**src/hw/rtl/qat_pkg.sv**
```systemverilog
// Shared constants and types for the quoted argument tokenizer.
`default_nettype none

package qat_pkg;

    // Default limit on the number of arguments in one line.
    localparam int MAX_ARGS_DEFAULT = 16;

    // Configuration register indexes and port width.
    localparam int CFG_INDEX_W = 2;
    localparam logic [CFG_INDEX_W-1:0] CFG_ESCAPE_CHAR = 2'd0;
    localparam logic [CFG_INDEX_W-1:0] CFG_QUOTE_CHAR  = 2'd1;

    // Register reset values: backslash and double quote.
    localparam logic [7:0] ESCAPE_CHAR_RESET = 8'd92;
    localparam logic [7:0] QUOTE_CHAR_RESET  = 8'd34;

    // Input operation codes.
    localparam logic OP_CHAR     = 1'b0;
    localparam logic OP_LINE_END = 1'b1;

    // Result kinds.
    localparam logic [1:0] KIND_CHAR     = 2'd0;
    localparam logic [1:0] KIND_ARG_END  = 2'd1;
    localparam logic [1:0] KIND_LINE_END = 2'd2;

    // One result as produced by the tokenizer core.
    typedef struct packed {
        logic       emit;
        logic [1:0] kind;
        logic [7:0] data;
        logic [3:0] arg_index;
        logic       first;
        logic [4:0] arg_count;
    } result_t;

endpackage

`default_nettype wire

```
**src/hw/rtl/quoted_argument_tokenizer_unit.sv**
```systemverilog
// Top level of the quoted argument tokenizer: handshakes, registers and result stage.
`default_nettype none

// Splits a command line, fed one byte per transaction, into arguments. Each
// transaction on the item channel is either a character (op = 0) or a line end
// (op = 1). Argument bytes come out with their argument index and a first
// flag, whitespace that closes an argument gives an end marker, and a line end
// gives the final argument count and clears the tokenizer. The block takes one
// item per clock cycle while results are not stalled; an item passes an input
// register and a result register; its result is shown once the item has moved
// into the result register. That rate is set by the tokenizer state update
// between those two registers. A stalled result holds the input register, and
// the item channel stalls once both are full. Escape and quote bytes are set
// through the configuration channel (index 0 escape, index 1 quote); the user
// must set them only while the block is idle, which the block does not enforce.
module quoted_argument_tokenizer_unit #(
    parameter int MAX_ARGS = qat_pkg::MAX_ARGS_DEFAULT
) (
    input  wire logic                            clk,
    input  wire logic                            rst_n,
    // Item channel
    input  wire logic                            item_valid,
    output logic                                 item_stall,
    input  wire logic                            op,
    input  wire logic [7:0]                      ch,
    // Result channel
    output logic                                 result_valid,
    input  wire logic                            result_stall,
    output logic [1:0]                           kind,
    output logic [7:0]                           data,
    output logic [3:0]                           arg_index,
    output logic                                 first,
    output logic [4:0]                           arg_count,
    // Configuration channel
    input  wire logic                            cfg_valid,
    output logic                                 cfg_ready,
    input  wire logic [qat_pkg::CFG_INDEX_W-1:0] cfg_index,
    input  wire logic [7:0]                      cfg_data
);

    logic             s1_valid_reg;
    logic             s1_op_reg;
    logic [7:0]       s1_ch_reg;
    logic [7:0]       escape_reg;
    logic [7:0]       quote_reg;
    logic             result_valid_reg;
    qat_pkg::result_t result_reg;
    qat_pkg::result_t core_result;
    logic             out_free;
    logic             advance;
    logic             item_accept;

    // The input register moves on when the result stage can take its result.
    assign out_free    = !result_valid_reg || !result_stall;
    assign advance     = s1_valid_reg && out_free;
    assign item_stall  = s1_valid_reg && !advance;
    assign item_accept = item_valid && !item_stall;
    assign cfg_ready   = 1'b1;

    // Input register.
    always_ff @(posedge clk or negedge rst_n)
    begin
        if (!rst_n)
        begin
            s1_valid_reg <= 1'b0;
        end
        else if (item_accept)
        begin
            s1_valid_reg <= 1'b1;
        end
        else if (advance)
        begin
            s1_valid_reg <= 1'b0;
        end
    end

    always_ff @(posedge clk)
    begin
        if (item_accept)
        begin
            s1_op_reg <= op;
            s1_ch_reg <= ch;
        end
    end

    // Configuration registers; indexes beyond the list are ignored.
    always_ff @(posedge clk or negedge rst_n)
    begin
        if (!rst_n)
        begin
            escape_reg <= qat_pkg::ESCAPE_CHAR_RESET;
            quote_reg  <= qat_pkg::QUOTE_CHAR_RESET;
        end
        else if (cfg_valid && cfg_ready)
        begin
            case (cfg_index)
                qat_pkg::CFG_ESCAPE_CHAR: escape_reg <= cfg_data;
                qat_pkg::CFG_QUOTE_CHAR:  quote_reg  <= cfg_data;
                default:                  ;
            endcase
        end
    end

    qat_core #(
        .MAX_ARGS    (MAX_ARGS)
    ) u_core (
        .clk         (clk),
        .rst_n       (rst_n),
        .step        (advance),
        .op          (s1_op_reg),
        .ch          (s1_ch_reg),
        .escape_char (escape_reg),
        .quote_char  (quote_reg),
        .result      (core_result)
    );

    // Result register.
    always_ff @(posedge clk or negedge rst_n)
    begin
        if (!rst_n)
        begin
            result_valid_reg <= 1'b0;
        end
        else if (advance)
        begin
            result_valid_reg <= core_result.emit;
        end
        else if (!result_stall)
        begin
            result_valid_reg <= 1'b0;
        end
    end

    always_ff @(posedge clk)
    begin
        if (advance && core_result.emit)
        begin
            result_reg <= core_result;
        end
    end

    assign result_valid = result_valid_reg;
    assign kind         = result_reg.kind;
    assign data         = result_reg.data;
    assign arg_index    = result_reg.arg_index;
    assign first        = result_reg.first;
    assign arg_count    = result_reg.arg_count;

`ifndef SYNTHESIS
    // A processed line end always shows up as a line end result.
    assert property (@(posedge clk) disable iff (!rst_n)
        (advance && s1_op_reg == qat_pkg::OP_LINE_END)
        |=> (result_valid && kind == qat_pkg::KIND_LINE_END))
        else $error("line end produced no line end result");

    // Only argument bytes carry data or the first flag.
    assert property (@(posedge clk) disable iff (!rst_n)
        (result_valid && kind != qat_pkg::KIND_CHAR) |-> (data == 8'd0 && !first))
        else $error("marker result carries data or first flag");

    // A held input item stays in place until the result stage frees up.
    assert property (@(posedge clk) disable iff (!rst_n)
        (s1_valid_reg && !advance)
        |=> (s1_valid_reg && $stable(s1_ch_reg) && $stable(s1_op_reg)))
        else $error("input register lost a held item");

    // An item is processed only when the result stage has room.
    assert property (@(posedge clk) disable iff (!rst_n)
        advance |-> (!result_valid_reg || !result_stall))
        else $error("item processed into a stalled result stage");
`endif

endmodule

`default_nettype wire

```
**src/hw/rtl/qat_core.sv**
```systemverilog
// Tokenizer state and the per-character decode that produces at most one result.
`default_nettype none

module qat_core #(
    parameter int MAX_ARGS = qat_pkg::MAX_ARGS_DEFAULT
) (
    input  wire logic             clk,
    input  wire logic             rst_n,
    input  wire logic             step,
    input  wire logic             op,
    input  wire logic [7:0]       ch,
    input  wire logic [7:0]       escape_char,
    input  wire logic [7:0]       quote_char,
    output qat_pkg::result_t      result
);

    localparam int CNT_W = $clog2(MAX_ARGS + 1);
    localparam int EXT_W = (CNT_W > 5) ? CNT_W : 5;
    localparam logic [CNT_W-1:0] LIMIT = CNT_W'(MAX_ARGS);

    typedef enum logic [1:0] {
        MODE_PLAIN,
        MODE_ESC,
        MODE_QUOTE,
        MODE_QESC
    } mode_t;

    mode_t            mode_reg, mode_next;
    logic             open_reg, open_next;
    logic [CNT_W-1:0] cnt_reg, cnt_next;

    logic             emit;
    logic [1:0]       kind;
    logic [7:0]       data;
    logic             first;
    logic             is_space;
    logic             take_byte;
    logic [CNT_W-1:0] cnt_sel;
    logic [EXT_W-1:0] cnt_ext;
    logic [EXT_W-1:0] idx_ext;

    // Whitespace: space, tab, line feed, vertical tab, form feed, carriage return.
    assign is_space = (ch == 8'd32) || ((ch >= 8'd9) && (ch <= 8'd13));

    // Next state and result for the item in the input register.
    always_comb
    begin
        mode_next = mode_reg;
        open_next = open_reg;
        cnt_next  = cnt_reg;
        emit      = 1'b0;
        kind      = qat_pkg::KIND_CHAR;
        data      = ch;
        first     = 1'b0;
        take_byte = 1'b0;
        if (op == qat_pkg::OP_LINE_END)
        begin
            emit      = 1'b1;
            kind      = qat_pkg::KIND_LINE_END;
            data      = 8'd0;
            mode_next = MODE_PLAIN;
            open_next = 1'b0;
            cnt_next  = '0;
        end
        else if (cnt_reg < LIMIT)
        begin
            case (mode_reg)
                MODE_PLAIN:
                begin
                    if (ch == escape_char)
                    begin
                        mode_next = MODE_ESC;
                    end
                    else if (ch == quote_char)
                    begin
                        mode_next = MODE_QUOTE;
                    end
                    else if (is_space)
                    begin
                        if (open_reg)
                        begin
                            emit      = 1'b1;
                            kind      = qat_pkg::KIND_ARG_END;
                            data      = 8'd0;
                            open_next = 1'b0;
                        end
                    end
                    else
                    begin
                        take_byte = 1'b1;
                    end
                end
                MODE_ESC:
                begin
                    mode_next = MODE_PLAIN;
                    take_byte = 1'b1;
                end
                MODE_QUOTE:
                begin
                    if (ch == escape_char)
                    begin
                        mode_next = MODE_QESC;
                    end
                    else if (ch == quote_char)
                    begin
                        mode_next = MODE_PLAIN;
                    end
                    else
                    begin
                        take_byte = 1'b1;
                    end
                end
                default:
                begin
                    mode_next = MODE_QUOTE;
                    take_byte = 1'b1;
                end
            endcase
            // A literal byte opens a new argument when none is open.
            if (take_byte)
            begin
                emit = 1'b1;
                if (!open_reg)
                begin
                    open_next = 1'b1;
                    cnt_next  = cnt_reg + CNT_W'(1);
                    first     = 1'b1;
                end
            end
        end
    end

    // Counts shown on the result: the final count for a line end, else the updated one.
    assign cnt_sel = (op == qat_pkg::OP_LINE_END) ? cnt_reg : cnt_next;
    assign cnt_ext = EXT_W'(cnt_sel);
    assign idx_ext = cnt_ext - EXT_W'(1);

    always_comb
    begin
        result.emit      = emit;
        result.kind      = kind;
        result.data      = data;
        result.first     = first;
        result.arg_count = cnt_ext[4:0];
        result.arg_index = (kind == qat_pkg::KIND_LINE_END) ? 4'd0 : idx_ext[3:0];
    end

    // Tokenizer state, updated once per processed item.
    always_ff @(posedge clk or negedge rst_n)
    begin
        if (!rst_n)
        begin
            mode_reg <= MODE_PLAIN;
            open_reg <= 1'b0;
            cnt_reg  <= '0;
        end
        else if (step)
        begin
            mode_reg <= mode_next;
            open_reg <= open_next;
            cnt_reg  <= cnt_next;
        end
    end

`ifndef SYNTHESIS
    // The argument count never passes the limit.
    assert property (@(posedge clk) disable iff (!rst_n) cnt_reg <= LIMIT)
        else $error("argument count above limit");

    // A step at the limit with a character leaves the state untouched.
    assert property (@(posedge clk) disable iff (!rst_n)
        (step && op == qat_pkg::OP_CHAR && cnt_reg == LIMIT)
        |=> (cnt_reg == LIMIT && $stable(mode_reg) && $stable(open_reg)))
        else $error("state changed past the argument limit");

    // A line end clears the tokenizer.
    assert property (@(posedge clk) disable iff (!rst_n)
        (step && op == qat_pkg::OP_LINE_END)
        |=> (cnt_reg == '0 && !open_reg && mode_reg == MODE_PLAIN))
        else $error("line end did not clear the tokenizer");
`endif

endmodule

`default_nettype wire

```
**config.mk**
```make
export PLATFORM = sky130hd
export DESIGN_NAME = quoted_argument_tokenizer_unit
export DESIGN_NICKNAME = d
export VERILOG_FILES = /design/src/hw/rtl/qat_pkg.sv /design/src/hw/rtl/quoted_argument_tokenizer_unit.sv /design/src/hw/rtl/qat_core.sv
export SDC_FILE = /design/constraint.sdc
export NUM_CORES = 1
export LEC_CHECK = 0
export BUFFER_PORTS_ARGS = -buffer_cell sky130_fd_sc_hd__buf_2
export CAP_MARGIN = 30
export CORE_MARGIN = 2
export CORE_UTILIZATION = 59
export CTS_CLUSTER_SIZE = 8
export DETAILED_ROUTE_END_ITERATION = 10
export PLACE_DENSITY_LB_ADDON = 0.05
export SYNTH_ARGS = -nofsm -noshare
export SYNTH_HDL_FRONTEND = slang
export SYNTH_SLANG_ARGS = --single-unit
```
**constraint.sdc**
```tcl
create_clock -name clk -period 5.1 [get_ports clk]
set_clock_uncertainty 0.2 [all_clocks]
set_input_delay 0.51 -clock clk [delete_from_list [all_inputs] [get_ports clk]]
set_output_delay 0.51 -clock clk [all_outputs]
set_load 0.1 [all_outputs]
```
Word-level counts from Yosys, hierarchy flattened

Index checks and enable logic that the tools add are counted.

ROM bits: 0
Input port bits: 24
Bits in latches: 0
Logic and storage cells: 105
Memory bits (writable): 0
Flip-flop bits (word level): 55
Memories: 0

Multipliers: 0
$add $sub $neg: 2
Shift-type cells: 0
Reduce and logical (&&, ||, !) cells: 20
Eq/ne operators: 10
Magnitude comparators: 3
Div/mod/pow operators: 0
Bitwise operators: 2
Muxes and demuxes: 54

Operator list:

| operator                                                       | count |
|---|---|
| two-way mux 8 bit                                              | 6 |
| two-way mux 1 bit                                              | 29 |
| two-way mux 5 bit                                              | 5 |
| two-way mux 2 bit                                              | 12 |
| equality test 8 bit                                            | 2 |
| equality test 8 x 6 -> 1 bit, second input constant            | 1 |
| >= comparator 8 x 4 -> 1 bit, second input constant            | 1 |
| less-or-equal comparator 8 x 4 -> 1 bit, second input constant | 1 |
| != test 4 x 2 -> 1 bit, second input constant                  | 2 |
| case mux 2 bit (3 select lines)                                | 1 |
| AND reduction 2 bit                                            | 3 |
| adder 5 x 1 -> 5 bit, second input constant                    | 1 |
| logical AND 1 bit                                              | 5 |
| < comparator 5 bit, second input constant                      | 1 |
| equality test 2 x 1 -> 1 bit, second input constant            | 2 |
| equality test 2 bit, second input constant                     | 2 |
| logical NOT 1 bit                                              | 4 |
| logical NOT 2 bit                                              | 2 |
| AND reduction 4 bit                                            | 1 |
| nonzero test 2 bit                                             | 2 |
| subtractor 4 x 1 -> 4 bit, second input constant               | 1 |
| OR reduction 3 bit                                             | 1 |
| logical OR 1 bit                                               | 2 |
| != test 2 x 1 -> 1 bit, second input constant                  | 1 |
| other kinds (2)                                                | 3 |

Logic depth before layout (Yosys ltp)

Depth in word-level cells: 14
Mapped depth: 10
Depth with buffers taken out: 10

Cells and area by module

A second synthesis with hierarchy kept.

Cells, all modules: 222
Area, all modules: 2711.4 um^2

Modules (own cells, without submodules):

| module                         | area each (um^2) | instances | cells each |
|---|---|---|---|
| quoted_argument_tokenizer_unit | 1594.0           | 1         | 76 |
| qat_core                       | 1117.3           | 1         | 146 |

Worst setup path after synthesis

OpenSTA, ideal clock, no wires.

Path type: register to register
Start point: register s1_ch_reg[4]
End point: register result_reg, in the netlist arg_count[0], enable pin
Setup time: 0.404 ns
Clock period less this slack: 3.339 ns
Stages on the path, launching flop included: 7
Slack: 1.761 ns
Data arrival time: 2.736 ns
Required time: 4.496 ns
Path through: edfxtp_1 > or4_4 > nor4_2 > a21oi_1 > nor2_1 > a31oi_1 > a21oi_1

Longest elaborated chain between the ends: 13
Elaborated cells on any way between the ends: 23

Ends and longest elaborated chain:

| element                                                                                        | RTL line                              | RTL |
|---|---|---|
| start: declaration                                                                             | quoted_argument_tokenizer_unit.sv:43  | `logic [7:0] s1_ch_reg;` |
| start signal: assignment                                                                       | quoted_argument_tokenizer_unit.sv:82  | `s1_ch_reg <= ch;` |
| >= comparator 8 x 4 -> 1 bit / less-or-equal comparator 8 x 4 -> 1 bit (equally long branches) | qat_core.sv:43                        | `assign is_space = (ch == 8'd32) \|\| ((ch >= 8'd9) && (ch <= 8'd13));` |
| logical AND 1 bit                                                                              | qat_core.sv:43                        |  |
| logical OR 1 bit                                                                               | qat_core.sv:43                        |  |
| two-way mux 1 bit                                                                              | qat_core.sv:78                        | `else if (is_space)` |
| two-way mux 1 bit                                                                              | qat_core.sv:74                        | `else if (ch == quote_char)` |
| two-way mux 1 bit                                                                              | qat_core.sv:70                        | `if (ch == escape_char)` |
| case mux 1 bit (2 select lines)                                                                | qat_core.sv:67                        | `case (mode_reg)` |
| two-way mux 1 bit                                                                              | qat_core.sv:65                        | `else if (cnt_reg < LIMIT)` |
| two-way mux 1 bit                                                                              | qat_core.sv:56                        | `if (op == qat_pkg::OP_LINE_END)` |
| two-way mux 1 bit (*)                                                                          | qat_core.sv:120                       | `if (take_byte)` |
| two-way mux 1 bit (*)                                                                          | qat_core.sv:65                        |  |
| two-way mux 1 bit (*)                                                                          | qat_core.sv:56                        |  |
| logical AND 1 bit (*)                                                                          | quoted_argument_tokenizer_unit.sv:136 | `if (advance && core_result.emit)` |
| end signal: assignment                                                                         | quoted_argument_tokenizer_unit.sv:138 | `result_reg <= core_result;` |
| end: declaration                                                                               | quoted_argument_tokenizer_unit.sv:47  | `qat_pkg::result_t result_reg;` |

Every way passes the cells marked *; elsewhere a longest branch is shown, timed or not. The select of a mux whose other input is x is not followed.
A chain may end at the register's enable or synchronous reset.

Worst setup path in the final report

Start point: register s1_ch_reg[4]
End point: register result_reg, in the netlist arg_index[2] (data pin)

Longest elaborated chain between the ends: 14
Elaborated cells on any way between the ends: 27

Ends and longest elaborated chain:

| element                                                                                        | RTL line        | RTL |
|---|---|---|
| >= comparator 8 x 4 -> 1 bit / less-or-equal comparator 8 x 4 -> 1 bit (equally long branches) | qat_core.sv:43  |  |
| logical AND 1 bit                                                                              | qat_core.sv:43  |  |
| logical OR 1 bit                                                                               | qat_core.sv:43  |  |
| two-way mux 1 bit                                                                              | qat_core.sv:78  |  |
| two-way mux 1 bit                                                                              | qat_core.sv:74  |  |
| two-way mux 1 bit                                                                              | qat_core.sv:70  |  |
| case mux 1 bit (2 select lines)                                                                | qat_core.sv:67  |  |
| two-way mux 1 bit                                                                              | qat_core.sv:65  |  |
| two-way mux 1 bit                                                                              | qat_core.sv:56  |  |
| two-way mux 5 bit                                                                              | qat_core.sv:120 |  |
| two-way mux 5 bit                                                                              | qat_core.sv:65  |  |
| two-way mux 5 bit                                                                              | qat_core.sv:56  |  |
| two-way mux 5 bit                                                                              | qat_core.sv:134 | `assign cnt_sel = (op == qat_pkg::OP_LINE_END) ? cnt_reg : cnt_next;` |
| subtractor 4 x 1 -> 4 bit                                                                      | qat_core.sv:136 | `assign idx_ext = cnt_ext - EXT_W'(1);` |

Several ways; a longest one is shown, not always the timed one. The select of a mux whose other input is x is not followed.

==> impl_metrics.tcl <==
set metrics [dict create \
    first_iter_violations 167 \
    drt-vias-per-instance 5.63 \
    wl_um 4880 \
    diodes 0 \
    crit_buf_inv 0 \
    highest_layer "met4" \
    root_buffer "clkbuf_8" \
    grt_pass1_wl_um 8150 \
    yosys-top-cells-count "29 x edfxtp_1, 20 x dfrtp_1, 17 x mux2_2" \
    yosysMostFrequentCell "edfxtp_1" \
    seqCellArea_sq_um 1530 \
    pin_count 47 \
    htree_levels 2 \
    cp_cell_sequence "or4_4, nor4_2, a211oi_1, a31oi_4, nor2_2, mux2i_1, ha_1, xor2_1, or3_1, a21oi_1" \
    multiInputGateArea_sq_um 1000 \
    drv_cap 0 \
    die_w_um 70.0 \
    first_pass_iters 4 \
    synth_area_per_cell_sq_um 12.8 \
    syn_area_sq_um 2570 \
    grt_pass1_vias 1726 \
    start_util 0.604 \
    cts.sinks 55 \
    synth_cells 201 \
    setup_tns_ns 0 \
    crit_arrival_ns 3.40 \
    finalMaxSlewViolations 0 \
    nets 277 \
    cellLeakagePower_nw 1.21 \
    numPortBuffers 45 \
    wl_met1_um 2210 \
    rows 24 \
    dp_hpwl_um 3640 \
    start_kind "flip-flop" \
    synth-edff-count 29 \
    clk_pin_slew_worst_paths_ns 0.08 \
    core-area_sq_um 4260 \
    cts_made_buffers 5 \
    grt_max_degree 27 \
    grt_overflow 0 \
    cts_tree "yes" \
    fmax_mhz 290 \
    required_ns 5.05 \
    cp_top_family "simple AND/OR/NAND/NOR gates" \
    status "finished, final reports clean" \
    async_flop_share 0.473 \
    crit_path_max_incr_delay_ns 0.57 \
    ys_top_cells_by_area "edfxtp_1 34%, dfrtp_1 19%, mux2_2 7.4%" \
    rsz0062_at_grt "no" \
    pwr_density_cell_nw_per_um2 433 \
    drc 0 \
    die_area_sq_um 4910 \
    post-cts-setup-buffers 0 \
    drive_gt1_frac 0.337 \
    synth_top_area_cell "edfxtp_1" \
    grt.total_usage 0.215 \
    final.period_utilization 0.677 \
    wire_per_inst_um 16.1 \
    relSlewSlack 0.498 \
    vdd_ir_drop_max_uv 182 \
    path_max_fanout 14 \
    synthDistinctLibCells 45 \
    nFillCells 322 \
    layout_setup_ws_ns 1.65 \
    synth_top_area_share 0.338 \
    vias 1713 \
    dr_wl_met3_um 359 \
    setup_viol 0 \
    cpMaxStageDelayCell "or4_4" \
    gp_congestion 0.857 \
    seq_area_frac_synth 0.594 \
    yosysWarnings 0 \
    dr_wl_met2_um 2220 \
    critPathCaptureType "flip-flop" \
    p_total_mw 1.28 \
    syn_to_final_growth_pct 14.7 \
    synth_fp_nets 227 \
    antenna_left 0 \
    die_h_um 70.0 \
    ys_seq_elements 55 \
    pre_cts_slack_ns 1.69 \
    fin_crit_ns 3.45 \
    crit_type "flip-flop to flip-flop" \
    ctsLongestPathBuffers 2 \
    clock_latency_ns 0.31 \
    worst_pin_slew_ns 0.749 \
    antenna_found_initial 0 \
    synthFlopType "edfxtp_1" \
    finalHoldViolations 0 \
    hold_path.class "input port to flip-flop" \
]
-- final cells by class --
type | instances | area share
well taps | 52 | 0.0220
repair buffers | 48 | 0.0865
multi-input cells | 136 | 0.339
flip-flops and latches | 55 | 0.518
inverters | 5 | 0.00636
clock buffers | 8 | 0.0284
-- cell families (layout without fill, tap and decap cells) --
family / Yosys count / in the layout / synth area share
fa+ha+maj: 2 / 2 / 0.00972
buf+inv: 10 / 61 / 0.0190
flops: 55 / 55 / 0.594
other cells: 1 / 1 / 0.00146
xor+xnor: 24 / 24 / 0.0817
mux: 19 / 19 / 0.0826
simple gates: 62 / 62 / 0.139
compound gates: 28 / 28 / 0.0729
-- path summary, 6_finish.rpt --
path / from / to / slack [ns] / depth (start not counted)
worst max-delay path: s1_ch_reg[4]$_DFFE_PP_ / arg_index[2]$_SDFFCE_PN0P_ / 1.65 / 10
min in group asynchronous: rst_n / u_core.cnt_reg[4]$_DFFE_PN0P_ / 0.54 / 2
worst max register to register: s1_ch_reg[4]$_DFFE_PP_ / arg_index[2]$_SDFFCE_PN0P_ / 1.65 / 10
worst min register to register: u_core.mode_reg[1]$_DFFE_PN0P_ / u_core.mode_reg[1]$_DFFE_PN0P_ / 0.31 / 1
max in group asynchronous: rst_n / escape_reg[4]$_DFFE_PN1P_ / 3.78 / 2
worst min-delay path: ch[7] / s1_ch_reg[7]$_DFFE_PP_ / 0.18 / 1
-- metrics by stage --
step | cells | instance area (sq um) | hold slack (ns) | utilization
after floorplan | 201 | 2570 | 0.0144 | -
after global routing | 304 | 2950 | 0.163 | 0.692
after global placement | 293 | 2840 | 0.296 | 0.665
after detailed placement | 294 | 2840 | 0.297 | 0.667
final | 304 | 2950 | 0.178 | 0.692
after CTS | 303 | 2940 | 0.168 | 0.689
-- routing by layer --
metal,track usage,vias up
li1,-,829
met1,0.291,810
met2,0.332,64
met3,0.0592,10
met4,0.0876,0
met5,0,-
-- layout by cell type (no fill, tap or decap), types with 2 or more instances in the layout --
master    synthesis  layout
xnor2_1          10      10
xor2_1           14      14
a31oi_1           5       5
nor3_1            4       4
dfrtp_1          20      20
nand3_1           6       6
nand2_1           8       8
buf_2             0      46
o21ai_0           8       8
clkbuf_1          3       2
nor4_1            2       2
or2_2             3       3
clkbuf_8          0       5
a21oi_1           4       3
nand2b_1          2       2
nor2_2            2       2
o31ai_1           2       2
o21bai_1          2       2
and2_1            9       9
mux2_2           17      17
nor3b_1           4       4
inv_1             5       5
nor2_1           10      10
or4_1             2       2
ha_1              2       2
edfxtp_1         29      29
nand4_1           3       3
dfstp_2           6       6
-- worst register-to-register path: cells and delay by family, from the launching register on --
family                   cells  cell delay [ns]
AND/OR/NAND/NOR              4             1.37
multiplexers                 1             0.17
flip-flops                   1             0.47
AO/OA/AOI/OAI                3             0.73
adder cells (fa/ha/maj)      1             0.22
XOR/XNOR                     1             0.16
-- where the power goes --
group          total (mW)  switching, mW  internal, mW
combinational       0.425          0.301         0.124
sequential          0.621         0.0650         0.556
clock               0.232          0.129         0.103
-- repair_timing --
| action | CTS | global route |
|---|---|---|
| hold buffers | 1 | 0 |
| endpoints found under the hold margin | 13 | 0 |
| resized for setup | 0 | 0 |
(Power assumes the default switching activity.)
